**src/hw/rtl/owtrm_pkg.sv**
```systemverilog
// Shared types and constants of the one-wire temperature read master.
// No dependencies; every other file of the block imports this package.
package owtrm_pkg;

   // Widths of the tick counter and of the configuration port.
   localparam int TICK_W     = 20;
   localparam int CSR_IDX_W  = 3;
   localparam int CSR_DATA_W = 20;

   // Command bytes sent on the bus.
   localparam logic [7:0] CMD_SKIP_ROM  = 8'hCC;
   localparam logic [7:0] CMD_CONVERT   = 8'h44;
   localparam logic [7:0] CMD_READ_SCR  = 8'hBE;

   // Byte steps of the sequence.
   localparam logic [2:0] STEP_CONVERT  = 3'd1;
   localparam logic [2:0] STEP_READ_SCR = 3'd3;
   localparam logic [2:0] STEP_WAIT     = 3'd2;
   localparam logic [2:0] STEP_RD_LOW   = 3'd4;
   localparam logic [2:0] STEP_RD_HIGH  = 3'd5;

   // Configuration register indexes.
   localparam logic [CSR_IDX_W-1:0] REG_RESET_LOW   = 3'd0;
   localparam logic [CSR_IDX_W-1:0] REG_PRES_TMO    = 3'd1;
   localparam logic [CSR_IDX_W-1:0] REG_RECOVERY    = 3'd2;
   localparam logic [CSR_IDX_W-1:0] REG_WRITE_SLOT  = 3'd3;
   localparam logic [CSR_IDX_W-1:0] REG_RD_SAMPLE   = 3'd4;
   localparam logic [CSR_IDX_W-1:0] REG_RD_RECOVER  = 3'd5;
   localparam logic [CSR_IDX_W-1:0] REG_CONV_WAIT   = 3'd6;

   // Sequencer phases.
   typedef enum logic [2:0] {
      PH_IDLE     = 3'd0,
      PH_RST_LOW  = 3'd1,
      PH_PRESENCE = 3'd2,
      PH_RECOVER  = 3'd3,
      PH_WRITE    = 3'd4,
      PH_CONVERT  = 3'd5,
      PH_READ     = 3'd6
   } phase_type;

   // Timing configuration as seen by the sequencer.
   typedef struct packed {
      logic [11:0] reset_low_ticks;
      logic [15:0] presence_timeout_ticks;
      logic [15:0] recovery_ticks;
      logic [7:0]  write_slot_ticks;
      logic [5:0]  read_sample_ticks;
      logic [7:0]  read_recover_ticks;
      logic [19:0] convert_wait_ticks;
   } cfg_type;

   // One response of the sequencer.
   typedef struct packed {
      logic        drive_low;
      logic        busy_res;
      logic        done_res;
      logic        presence_missing;
      logic [15:0] temperature_raw;
   } rsp_payload_type;

endpackage

```
**src/hw/rtl/owtrm_seq.sv**
```systemverilog
// Bus sequencer of the one-wire temperature read master: phase, counters,
// shift byte and result word, advanced by one tick per step. Depends on owtrm_pkg.
module owtrm_seq import owtrm_pkg::*; (
   input  logic            clock,
   input  logic            reset,
   input  logic            step_en,
   input  logic            start_req,
   input  logic            line_level,
   input  cfg_type         cfg,
   output rsp_payload_type res
);

   phase_type         phase_ff, phase_in;
   logic [TICK_W-1:0] tick_ff, tick_in;
   logic [2:0]        bit_ff, bit_in;
   logic [2:0]        step_ff, step_in;
   logic [7:0]        shift_ff, shift_in;
   logic [15:0]       result_ff, result_in;
   logic              flag_ff, flag_in;

   logic [TICK_W:0]   tick_plus;
   logic [2:0]        step_plus;
   logic [5:0]        sample_eff;
   logic [8:0]        rd_end_lim;
   logic              rd_sample_hit;
   logic              rd_end;
   logic [7:0]        rd_shift;
   logic              drive;
   logic              done;

   // Command byte sent at a given byte step.
   function automatic logic [7:0] command_for(input logic [2:0] stepno);
      logic [7:0] cmd;
      cmd = CMD_SKIP_ROM;
      if (stepno == STEP_CONVERT) cmd = CMD_CONVERT;
      if (stepno == STEP_READ_SCR) cmd = CMD_READ_SCR;
      return cmd;
   endfunction

   // Shared counter arithmetic.
   assign tick_plus     = {1'b0, tick_ff} + {{TICK_W{1'b0}}, 1'b1};
   assign step_plus     = step_ff + 3'd1;
   assign sample_eff    = (cfg.read_sample_ticks == 6'd0) ? 6'd1 : cfg.read_sample_ticks;
   assign rd_end_lim    = {3'd0, sample_eff} + {1'b0, cfg.read_recover_ticks};
   assign rd_sample_hit = (tick_ff == {14'd0, sample_eff});
   assign rd_end        = (tick_ff >= {11'd0, rd_end_lim});
   assign rd_shift      = rd_sample_hit ? {line_level, shift_ff[7:1]} : shift_ff;

   // Next state of the sequencer.
   always_comb begin
      phase_in  = phase_ff;
      tick_in   = tick_ff;
      bit_in    = bit_ff;
      step_in   = step_ff;
      shift_in  = shift_ff;
      result_in = result_ff;
      flag_in   = flag_ff;
      if (step_en) begin
         unique case (phase_ff)
            PH_IDLE: begin
               if (start_req) begin
                  phase_in = PH_RST_LOW;
                  tick_in  = '0;
                  step_in  = 3'd0;
                  bit_in   = 3'd0;
                  flag_in  = 1'b0;
               end
            end
            PH_RST_LOW: begin
               tick_in = tick_plus[TICK_W-1:0];
               if (tick_plus >= {9'd0, cfg.reset_low_ticks}) begin
                  phase_in = PH_PRESENCE;
                  tick_in  = '0;
               end
            end
            PH_PRESENCE: begin
               if (!line_level) begin
                  phase_in = PH_RECOVER;
                  tick_in  = '0;
               end else begin
                  tick_in = tick_plus[TICK_W-1:0];
                  if (tick_plus > {5'd0, cfg.presence_timeout_ticks}) begin
                     flag_in  = 1'b1;
                     phase_in = PH_RECOVER;
                     tick_in  = '0;
                  end
               end
            end
            PH_RECOVER: begin
               tick_in = tick_plus[TICK_W-1:0];
               if (tick_plus >= {5'd0, cfg.recovery_ticks}) begin
                  phase_in = PH_WRITE;
                  tick_in  = '0;
                  bit_in   = 3'd0;
                  shift_in = command_for(step_ff);
               end
            end
            PH_WRITE: begin
               if (tick_ff == '0) begin
                  tick_in = tick_plus[TICK_W-1:0];
               end else if (tick_ff <= {12'd0, cfg.write_slot_ticks}) begin
                  tick_in = tick_plus[TICK_W-1:0];
               end else begin
                  // End of the release tick: move to the next bit or byte.
                  shift_in = {1'b0, shift_ff[7:1]};
                  tick_in  = '0;
                  bit_in   = bit_ff + 3'd1;
                  if (bit_ff == 3'd7) begin
                     step_in = step_plus;
                     if (step_plus == STEP_WAIT) begin
                        phase_in = PH_CONVERT;
                     end else if (step_plus >= STEP_RD_LOW) begin
                        step_in  = STEP_RD_LOW;
                        phase_in = PH_READ;
                        shift_in = 8'd0;
                     end else begin
                        shift_in = command_for(step_plus);
                     end
                  end
               end
            end
            PH_CONVERT: begin
               tick_in = tick_plus[TICK_W-1:0];
               if (tick_plus >= {1'b0, cfg.convert_wait_ticks}) begin
                  phase_in = PH_RST_LOW;
                  tick_in  = '0;
               end
            end
            PH_READ: begin
               if (tick_ff == '0) begin
                  tick_in = tick_plus[TICK_W-1:0];
               end else begin
                  shift_in = rd_shift;
                  if (rd_end) begin
                     tick_in = '0;
                     bit_in  = bit_ff + 3'd1;
                     if (bit_ff == 3'd7) begin
                        if (step_ff == STEP_RD_LOW) begin
                           result_in = {result_ff[15:8], rd_shift};
                           step_in   = STEP_RD_HIGH;
                           shift_in  = 8'd0;
                        end else begin
                           result_in = {rd_shift, result_ff[7:0]};
                           step_in   = 3'd0;
                           phase_in  = PH_IDLE;
                        end
                     end
                  end else begin
                     tick_in = tick_plus[TICK_W-1:0];
                  end
               end
            end
            default: begin
               phase_in = PH_IDLE;
               tick_in  = '0;
            end
         endcase
      end
   end

   // Bus drive and completion for the current tick.
   always_comb begin
      drive = 1'b0;
      done  = 1'b0;
      unique case (phase_ff)
         PH_RST_LOW: drive = 1'b1;
         PH_WRITE: begin
            if (tick_ff == '0) begin
               drive = 1'b1;
            end else if (tick_ff <= {12'd0, cfg.write_slot_ticks}) begin
               drive = !shift_ff[0];
            end
         end
         PH_READ: begin
            if (tick_ff == '0) begin
               drive = 1'b1;
            end else if (rd_end && bit_ff == 3'd7 && step_ff != STEP_RD_LOW) begin
               done = 1'b1;
            end
         end
         default: ;
      endcase
   end

   always_ff @(posedge clock) begin
      if (reset) begin
         phase_ff  <= PH_IDLE;
         tick_ff   <= '0;
         bit_ff    <= 3'd0;
         step_ff   <= 3'd0;
         shift_ff  <= 8'd0;
         result_ff <= 16'd0;
         flag_ff   <= 1'b0;
      end else begin
         phase_ff  <= phase_in;
         tick_ff   <= tick_in;
         bit_ff    <= bit_in;
         step_ff   <= step_in;
         shift_ff  <= shift_in;
         result_ff <= result_in;
         flag_ff   <= flag_in;
      end
   end

   assign res.drive_low        = drive;
   assign res.busy_res         = (phase_in != PH_IDLE);
   assign res.done_res         = done;
   assign res.presence_missing = flag_in;
   assign res.temperature_raw  = result_in;

   // The bus is pulled low only in the reset pulse and in bit slots.
   a_drive_phase: assert property (@(posedge clock) disable iff (reset)
      step_en && drive |-> phase_ff == PH_RST_LOW || phase_ff == PH_WRITE
                           || phase_ff == PH_READ)
      else $error("bus driven outside a slot or reset pulse");

   // The bit counter is at rest outside of bit slots.
   a_bit_rest: assert property (@(posedge clock) disable iff (reset)
      phase_ff != PH_WRITE && phase_ff != PH_READ |-> bit_ff == 3'd0)
      else $error("bit counter not at zero outside slots");

   // A completed read returns the sequencer to idle.
   a_done_idle: assert property (@(posedge clock) disable iff (reset)
      step_en && done |=> phase_ff == PH_IDLE && step_ff == 3'd0)
      else $error("sequencer not idle after completion");

   // Byte step never goes past the high read byte.
   a_step_range: assert property (@(posedge clock) disable iff (reset)
      step_ff <= STEP_RD_HIGH)
      else $error("byte step out of range");

endmodule

```
**config.mk**
```make
export PLATFORM = sky130hd
export DESIGN_NAME = owtrm_seq
export DESIGN_NICKNAME = d
export VERILOG_FILES = /design/src/hw/rtl/owtrm_pkg.sv /design/src/hw/rtl/owtrm_seq.sv
export SDC_FILE = /design/constraint.sdc
export NUM_CORES = 1
export LEC_CHECK = 0
export BUFFER_PORTS_ARGS = -buffer_cell sky130_fd_sc_hd__buf_2
export CORE_ASPECT_RATIO = 0.9
export CORE_UTILIZATION = 31
export DETAILED_ROUTE_END_ITERATION = 6
export PLACE_DENSITY_LB_ADDON = 0.2
export SLEW_MARGIN = 20
export SYNTH_ARGS = -nofsm -noshare
export SYNTH_HDL_FRONTEND = slang
export SYNTH_SLANG_ARGS = --single-unit
```
**constraint.sdc**
```tcl
create_clock -name clock -period 5.2 [get_ports clock]
set_clock_uncertainty 0.2 [all_clocks]
set_input_delay 0.26 -clock clock [delete_from_list [all_inputs] [get_ports clock]]
set_output_delay 0.26 -clock clock [all_outputs]
set_load 0.01 [all_outputs]
```
==> impl_metrics.json, run 1 <==
{
  "floorplan.initialDensity": 0.316,
  "postRouteAntennaNets": 0,
  "p_seq_frac": 0.421,
  "synth_area_leaders": "ha_1 21%, dfxtp_1 19%, inv_1 5.8%",
  "syn_inst": 768,
  "worstPathMaxFanout": 6,
  "ys_warn_count": 0,
  "die_y_um": 132,
  "status": "complete, no violations",
  "wl_per_cell_um": 14.9,
  "placed_area_sq_um": 6670,
  "postLayoutCellArea_sq_um": 6850,
  "fmax_mhz": 206,
  "p_switching_mw": 0.273,
  "endpoint_kind": "output port",
  "post-route-period-util": 0.932,
  "p_comb_frac": 0.177,
  "grt_max_degree": 45,
  "drv_cap": 0,
  "diodes": 0,
  "vias": 5555,
  "cts_buffer_depth": 2,
  "hp-class": "in -> reg",
  "die_w_um": 146,
  "synth-edff-count": 0,
  "insertion_delay_ns": 0.30,
  "p_total_mw": 0.999,
  "drv_slew": 0,
  "rsz0062_at_grt": "no",
  "dieArea_sq_um": 19200,
  "grt_pass1_wl_um": 27500,
  "yosys-top-cells-count": "97 x ha_1, 90 x inv_1, 72 x nand2_1",
  "overflow": 0,
  "place_inst": 1112,
  "p_int_mw": 0.726,
  "hold_slack_ns": 0.176,
  "yosysTopAreaCell": "ha_1",
  "holdCritStartpoint": "line_level",
  "syn_nets": 957,
  "drive_gt1_frac": 0.192,
  "place_hpwl_um": 13400,
  "areaGrowthSynthToFinish_pct": 18.2,
  "worst_ep_required_time_ns": 4.74,
  "grt_usage": 0.176,
  "reg2reg_from": "tick_ff[2]",
  "clock_sinks": 54,
  "syn-cell-area_sq_um": 5800,
  "setup_tns_ns": 0,
  "r2r_cells": 13,
  "routabilityCongestion": 0.810,
  "syn_avg_cell_area_sq_um": 7.55,
  "finalSetupViolCount": 0,
  "hold_end": "shift_ff[7]",
  "synth_cell_types": 74,
  "cts_tree": "yes",
  "tightestPinTransition_ns": 1.00,
  "ys_seq_area_frac": 0.187,
  "startpoint": "tick_ff[0]",
  "antenna_found_initial": 0,
  "fin_crit_ns": 4.85,
  "core_region_area_sq_um": 18300,
  "std_cell_rows": 47,
  "timing.rr.end": "tick_ff[19]",
  "ys_seq_elements": 54,
  "async_flop_share": 0,
  "hold_viol": 0,
  "synth_top_area_frac": 0.209,
  "yosysMostFrequentCell": "ha_1",
  "switching_share": 0.273,
  "slew_headroom": 0.328,
  "arrival_ns": 4.39,
  "grt_pass1_vias": 5285,
  "cts_max_level": 2,
  "power_density_nw_per_um2": 146,
  "critPathLaunchType": "flip-flop",
  "crit_type": "reg -> out",
  "leakagePower_nw": 3.47,
  "path_clk_slew_ns": 0.08,
  "ff2ff_setup_slack_ns": 0.89,
  "root_buffer": "clkbuf_16",
  "vias_per_cell": 4.96,
  "clkPwrFrac": 0.402,
  "cts_buffers": 5,
  "final_cells": 1121,
  "holdPathStages": 3,
  "drc_errors": 0,
  "wirelength_um": 16700,
  "layout.nets": 1064,
  "dp_slack_ns": 0.436,
  "fill_cells": 1950,
  "vdd_ir_drop_max_v": 0.000141,
  "ys.flop_type": "dfxtp_1",
  "placement.io_buffers": 110,
  "drt_iter0_drc": 264,
  "pin_count": 111,
  "timing.final.ws_setup_ns": 0.353,
  "first_pass_iters": 5,
  "final_core_util": 0.373
}
[metal layers]
metal / wire, um / track usage / up-vias / share of wire
met5: 0 / 0 / - / 0
met4: 109 / 0.0231 / 0 / 0.0065
met3: 689 / 0.0201 / 7 / 0.041
met2: 6900 / 0.266 / 121 / 0.41
met1: 8970 / 0.269 / 2491 / 0.54
li1: - / - / 2936 / -
[cell type report]
cell class | instances | area [sq um] | area share
repair buffers | 133 | 723 | 0.106
clock buffers | 5 | 125 | 0.0183
flip-flops and latches | 54 | 1080 | 0.158
multi-input cells | 591 | 4230 | 0.617
clock inverters | 3 | 47.5 | 0.00694
well taps | 245 | 307 | 0.0447
inverters | 90 | 338 | 0.0493
[registers in the layout (all words and copies together), names as in the netlist]
| name | count |
|---|---|
| phase_ff | 3 |
| flag_ff | 1 |
| tick_ff | 20 |
| shift_ff | 8 |
| bit_ff | 3 |
| step_ff | 3 |
| result_ff | 16 |
[logic make-up after synthesis]
kind of cell / after synthesis / share of synthesized area
AOI/OAI and AO/OA: 175 / 0.205
xor gates and xnor gates: 28 / 0.0436
adders and majority gates: 98 / 0.213
buffers and inverters: 123 / 0.0848
DFF: 54 / 0.187
muxes: 8 / 0.0138
and+or+nand+nor: 282 / 0.254
[worst max path at each step]
stage                     endpoint  slack (ns)  cells after the start
after global routing       res[18]       0.006                     16
after detailed placement    res[2]        0.44                     22
after global placement      res[9]        0.52                     22
after CTS                  res[18]        0.24                     14
after floorplan             res[6]        0.93                     20
final                      res[18]        0.35                     16
[layout by cell type (no fill, tap or decap), types with 3 or more instances in the layout]
| cell type | instances |
|---|---|
| a21o_1 | 15 |
| inv_1 | 90 |
| a221oi_1 | 3 |
| xor2_1 | 9 |
| nor4_1 | 9 |
| clkbuf_16 | 5 |
| o211ai_1 | 9 |
| or3_1 | 4 |
| o21bai_1 | 4 |
| ha_1 | 97 |
| a31oi_1 | 3 |
| o31ai_1 | 4 |
| nand4_1 | 18 |
| o2111ai_1 | 4 |
| nand3_1 | 30 |
| nor2b_1 | 29 |
| o211a_1 | 4 |
| buf_4 | 23 |
| nor3_1 | 15 |
| or2_2 | 3 |
| buf_2 | 110 |
| a21oi_1 | 57 |
| and2_1 | 4 |
| o21ai_1 | 7 |
| nand2b_1 | 12 |
| o32ai_1 | 6 |
| a211o_1 | 3 |
| nand2_1 | 72 |
| xnor2_1 | 18 |
| and3_1 | 8 |
| o221ai_1 | 4 |
| o21a_1 | 5 |
| dfxtp_1 | 53 |
| nor2_1 | 54 |
| and4_1 | 5 |
| o21ai_0 | 25 |
| mux2i_1 | 8 |
[critical path, stage by stage (launching register included)]
cell       delay, ns
dfxtp_1         0.46
ha_1            0.26
nand3_1         0.12
nor3_1          0.20
buf_4           0.17
nand2_1         0.06
xnor2_1         0.42
ha_1            0.34
a21oi_1         0.12
o21ai_0         0.10
a2111oi_0       0.47
a31o_2          0.27
nand4_2         0.16
and2_1          0.21
a2111oi_2       0.41
nand3_1         0.14
buf_2           0.17
[repair_timing]
item / 4_1_cts / 5_1_grt
hold buffers: 0 / 0
gates resized for setup: 0 / 1
endpoints found under the setup margin: 0 / 9
hold endpoints to repair: 0 / 0
setup buffers: 0 / 1
[power by group through the flow]
stage	Combinational (mW)	Sequential (mW)	Clock [mW]
finish	0.177	0.420	0.402
floorplan	0.110	0.427	0
global placement	0.178	0.430	0
detailed placement	0.176	0.430	0
global route	0.203	0.421	0.433
CTS	0.178	0.420	0.416
No activity file was read; power rests on OpenSTA's default activity.
==> run 2, diff against run 1 <==
PLACE_DENSITY = 0.51   (was default)
PLACE_DENSITY_LB_ADDON = default   (was 0.2)
==> run 2 against run 1 <==
Against the previous run:
- critical path depth is the same
- critical endpoint unchanged
- core utilization shrank 0.12 points
- final cell count shrank 0.45%
==> impl_metrics.json, run 2 (synthesized netlist as in run 1, its figures left out) <==
{
  "status": "complete, no violations",
  "slew_headroom": 0.304,
  "placement.io_buffers": 110,
  "reg_top3": "tick_ff (20), result_ff (16), shift_ff (8)",
  "fin_crit_ns": 4.78,
  "grt_max_degree": 45,
  "r2r_cells": 14,
  "areaGrowthSynthToFinish_pct": 17.8,
  "antenna_found_initial": 0,
  "grt_pass1_wl_um": 26800,
  "dieArea_sq_um": 19200,
  "finalSetupViolCount": 0,
  "leakagePower_nw": 3.44,
  "cp-endpoint": "res[18]",
  "grt_usage": 0.172,
  "critPathLaunchType": "flip-flop",
  "path_cells": "buf_4, nand4_1, nor3_2, buf_4, nor2b_1, or2_2, ha_1, a21oi_1, o21ai_0, a2111oi_0, a31o_2, nand4_2, and2_1, a2111oi_2, nand3_1, buf_2",
  "hold_viol": 0,
  "grt_pass1_vias": 5116,
  "holdCritStartpoint": "line_level",
  "largest_reg_flops": 20,
  "ff2ff_setup_slack_ns": 0.81,
  "cts.repair.resized": 0,
  "wirelength_um": 16600,
  "insertion_delay_ns": 0.30,
  "drv_slew": 0,
  "layout_commonest_cell": "buf_2",
  "startpoint": "tick_ff[0]",
  "slowest_stage": "a2111oi_0",
  "cts_tree": "yes",
  "setup_tns_ns": 0,
  "drv_cap": 0,
  "core_region_area_sq_um": 18300,
  "worst_ep_required_time_ns": 4.74,
  "max_stage_delay_ns": 0.44,
  "root_buffer": "clkbuf_16",
  "die_y_um": 132,
  "vdd_ir_drop_max_v": 0.000114,
  "fmax_mhz": 209,
  "drt_iter0_drc": 316,
  "std_cell_rows": 47,
  "pin_count": 111,
  "post-route-period-util": 0.919,
  "floorplan.initialDensity": 0.316,
  "clock_sinks": 54,
  "cts_buffer_depth": 2,
  "worstPathMaxFanout": 8,
  "vias": 5560,
  "ctsHoldBuffers": 0,
  "routabilityCongestion": 0.803,
  "overflow": 0,
  "arrival_ns": 4.32,
  "cts_setup_buffers": 0,
  "endpoint_kind": "output port",
  "hold_slack_ns": 0.134,
  "die_w_um": 146,
  "fill_cells": 1974,
  "cp_common_cell": "buf_4",
  "reg2reg_from": "tick_ff[0]",
  "layout_common_cells": "110 x buf_2, 97 x ha_1, 90 x inv_1",
  "cts_buffers": 5,
  "rsz0062_at_grt": "no",
  "drive_gt1_frac": 0.191,
  "diodes": 0,
  "top_register": "tick_ff",
  "layout.nets": 1059,
  "cts_max_level": 2,
  "wl_per_cell_um": 14.9,
  "place_hpwl_um": 13400,
  "drc_errors": 0,
  "postRouteAntennaNets": 0,
  "power_density_nw_per_um2": 145,
  "first_pass_iters": 5,
  "timing.rr.end": "tick_ff[15]",
  "hp-class": "in -> reg",
  "path_clk_slew_ns": 0.08,
  "tightestPinTransition_ns": 1.04,
  "crit_type": "reg -> out",
  "vias_per_cell": 4.98
}
-- run 2: cell count changes in the layout (fill, tap and decap cells not counted), sizes merged --
cell  change
buf       -5
-- run 2: report_power, final --
group | internal (mW) | leakage (nW) | switching, mW
clock | 0.230 | 0.0844 | 0.165
combinational | 0.0793 | 2.92 | 0.0967
sequential | 0.415 | 0.436 | 0.00483
-- run 2: through the flow --
step	cell area, sq um	std cells	setup slack (ns)	utilization	power, mW
floorplan	5800	768	0.926	-	0.537
global placement	6640	1108	0.535	0.362	0.607
detailed placement	6640	1108	0.425	0.362	0.606
CTS	6810	1116	0.224	0.371	1.00
global route	6830	1116	0.0405	0.372	1.04
finish	6830	1116	0.423	0.372	0.992
-- run 2: area by class of cell --
| type | instances | area, sq um | share of cell area |
|---|---|---|---|
| Clock buffer | 5 | 125 | 0.0183 |
| Clock inverter | 3 | 47.5 | 0.00696 |
| Timing Repair Buffer | 128 | 686 | 0.100 |
| Tap cell | 245 | 307 | 0.0449 |
| Inverter | 90 | 338 | 0.0495 |
| Sequential cell | 54 | 1080 | 0.158 |
| Multi-Input combinational cell | 591 | 4240 | 0.621 |
-- run 2: worst max-delay path: cells and delay by family, from the launching register on --
kind / cells / cell delay (ns)
buffers and inverters: 3 / 0.57
and+or+nand+nor: 7 / 1.47
adders and majority gates: 1 / 0.21
DFF: 1 / 0.38
AOI/OAI and AO/OA: 5 / 1.39
-- run 2: worst min-delay path by stage --
| stage | slack [ns] | to | cells past startpoint |
|---|---|---|---|
| after CTS | 0.13 | shift_ff[7] | 3 |
| after detailed placement | 0.28 | bit_ff[2] | 2 |
| after global routing | 0.17 | shift_ff[7] | 3 |
| final | 0.13 | shift_ff[7] | 3 |
| after floorplan | 0.25 | bit_ff[1] | 2 |
| after global placement | 0.27 | tick_ff[0] | 1 |
-- run 2: per-layer routing --
layer | vias to the layer above | share of wire | wire length (um) | GRT usage
met3 | 7 | 0.037 | 614 | 0.0174
met1 | 2527 | 0.53 | 8800 | 0.264
li1 | 2921 | - | - | -
met5 | - | 0 | 0 | 0
met4 | 0 | 0.0065 | 108 | 0.0284
met2 | 105 | 0.43 | 7070 | 0.261
==> run 3, diff against run 2 <==
CORE_ASPECT_RATIO = 1.4   (was 0.9)
CORE_MARGIN = 4   (was default)
CORE_UTILIZATION = 40   (was 31)
PLACE_DENSITY = 0.62   (was 0.51)
==> run 3 against run 2 <==
Against the previous run:
- critical path depth increased by 5
- sequential power about the same
- combinational power is 2% lower
- routed wire length is 3.0% lower
==> impl_metrics.json, run 3 (synthesized netlist as in run 1, its figures left out) <==
{
  "status": "complete, no violations",
  "post-route-period-util": 0.936,
  "cts_buffer_depth": 2,
  "vias_per_cell": 5.37,
  "drv_cap": 0,
  "areaGrowthSynthToFinish_pct": 15.2,
  "routabilityCongestion": 0.863,
  "dieArea_sq_um": 16500,
  "insertion_delay_ns": 0.30,
  "first_pass_iters": 4,
  "root_buffer": "clkbuf_16",
  "worstPathMaxFanout": 16,
  "clkPwrFrac": 0.377,
  "grt_max_degree": 45,
  "cts.repair.resized": 0,
  "setup_tns_ns": 0,
  "layout.nets": 1051,
  "crit_type": "in -> out",
  "drive_gt1_frac": 0.182,
  "path_clk_slew_ns": 0.07,
  "multi_input_area_sq_um": 4240,
  "worst_ep_required_time_ns": 4.74,
  "overflow": 0,
  "grt_pass1_vias": 5368,
  "antenna_found_initial": 2,
  "final_cells": 1049,
  "grt_usage": 0.194,
  "largest_reg_flops": 20,
  "place_inst": 1040,
  "p_int_mw": 0.678,
  "place_hpwl_um": 13200,
  "fin_crit_ns": 4.87,
  "cts_buffers": 5,
  "cts_tree": "yes",
  "grt_pass1_wl_um": 25600,
  "hold_viol": 0,
  "pin_count": 111,
  "placement.io_buffers": 110,
  "p_comb_frac": 0.181,
  "postRouteAntennaNets": 0,
  "die_y_um": 150,
  "hold_end": "shift_ff[7]",
  "drt_iter0_drc": 272,
  "core_region_area_sq_um": 14000,
  "ctsHoldBuffers": 0,
  "top_register": "tick_ff",
  "endpoint_kind": "output port",
  "slew_headroom": 0.357,
  "vdd_ir_drop_max_v": 0.000171,
  "floorplan.initialDensity": 0.413,
  "arrival_ns": 4.41,
  "fmax_mhz": 205,
  "drv_slew": 0,
  "hp-class": "in -> reg",
  "fill_cells": 1471,
  "reg_top3": "tick_ff (20), result_ff (16), shift_ff (8)",
  "std_cell_rows": 51,
  "p_switching_mw": 0.271,
  "switching_share": 0.286,
  "regArea_sq_um": 1080,
  "cts_max_level": 2,
  "ff2ff_setup_slack_ns": 0.88,
  "dp_slack_ns": 0.358,
  "finalSetupViolCount": 0,
  "tightestPinTransition_ns": 0.960,
  "power_density_nw_per_um2": 142,
  "drc_errors": 0,
  "r2r_cells": 12,
  "p_seq_frac": 0.442,
  "die_w_um": 110,
  "vias": 5635,
  "timing.rr.end": "tick_ff[18]",
  "layout_commonest_cell": "buf_2",
  "reg2reg_from": "tick_ff[2]",
  "holdPathStages": 3,
  "cts_setup_buffers": 0,
  "timing.final.ws_setup_ns": 0.333,
  "wirelength_um": 16100,
  "leakagePower_nw": 3.40,
  "wl_per_cell_um": 15.3,
  "layout_common_cells": "110 x buf_2, 97 x ha_1, 90 x inv_1",
  "critPathLaunchType": "input pin",
  "rsz0062_at_grt": "no",
  "clock_sinks": 54,
  "p_total_mw": 0.949,
  "holdCritStartpoint": "line_level"
}
==> run 3: metal layers <==
| metal | vias to the layer above | wire length (um) | track usage |
|---|---|---|---|
| met1 | 2543 | 6470 | 0.219 |
| li1 | 2903 | - | - |
| met3 | 29 | 904 | 0.0309 |
| met2 | 158 | 8230 | 0.360 |
| met5 | - | 13 | 0 |
| met4 | 2 | 466 | 0.0692 |
==> run 3: how the worst max path moves through the flow <==
| stage | startpoint | end | slack (ns) | depth (start not counted) |
|---|---|---|---|---|
| 5_1_grt | tick_ff[2] | res[18] | 0.01 | 14 |
| 6_report | cfg[30] | res[12] | 0.33 | 21 |
| 4_1_cts | tick_ff[1] | res[18] | 0.04 | 15 |
| 3_3_place_gp | cfg[30] | res[11] | 0.49 | 21 |
| 3_5_place_dp | cfg[30] | res[12] | 0.36 | 21 |
| 2_1_floorplan | cfg[30] | res[6] | 0.93 | 20 |
==> run 3: final cells by class <==
class | count | area share
Antenna cell | 1 | 0.000375
Clock buffer | 5 | 0.0187
Clock inverter | 3 | 0.00431
Inverter | 90 | 0.0506
Multi-Input combinational cell | 591 | 0.635
Sequential cell | 54 | 0.162
Tap cell | 185 | 0.0347
Timing Repair Buffer | 120 | 0.0937
==> run 3: power groups by stage <==
stage | Clock, mW | Sequential (mW) | Combinational (mW)
3_5_place_dp | 0 | 0.430 | 0.174
3_3_place_gp | 0 | 0.430 | 0.175
4_1_cts | 0.369 | 0.420 | 0.175
6_report | 0.357 | 0.420 | 0.172
5_1_grt | 0.378 | 0.421 | 0.199
2_1_floorplan | 0 | 0.427 | 0.110
==> run 3: per-stage QoR <==
| stage | util | hold slack (ns) | area [sq um] |
|---|---|---|---|
| finish | 0.475 | 0.160 | 6670 |
| floorplan | - | 0.253 | 5800 |
| detailed placement | 0.463 | 0.278 | 6500 |
| global route | 0.475 | 0.183 | 6670 |
| CTS | 0.474 | 0.153 | 6660 |
| global placement | 0.463 | 0.270 | 6500 |
==> run 3: worst max-delay path, stage by stage <==
cell       delay [ns]
buf_2            0.12
nor4_1           0.26
a21o_1           0.18
ha_1             0.17
inv_1            0.06
fa_1             0.39
inv_1            0.07
a21oi_1          0.06
o21bai_1         0.19
a21o_1           0.14
a21o_1           0.13
nand3_1          0.10
ha_1             0.29
and3_1           0.16
o2111ai_1        0.11
o211ai_1         0.37
and4b_1          0.32
and3_1           0.55
nor2_1           0.09
a21oi_1          0.21
buf_2            0.17
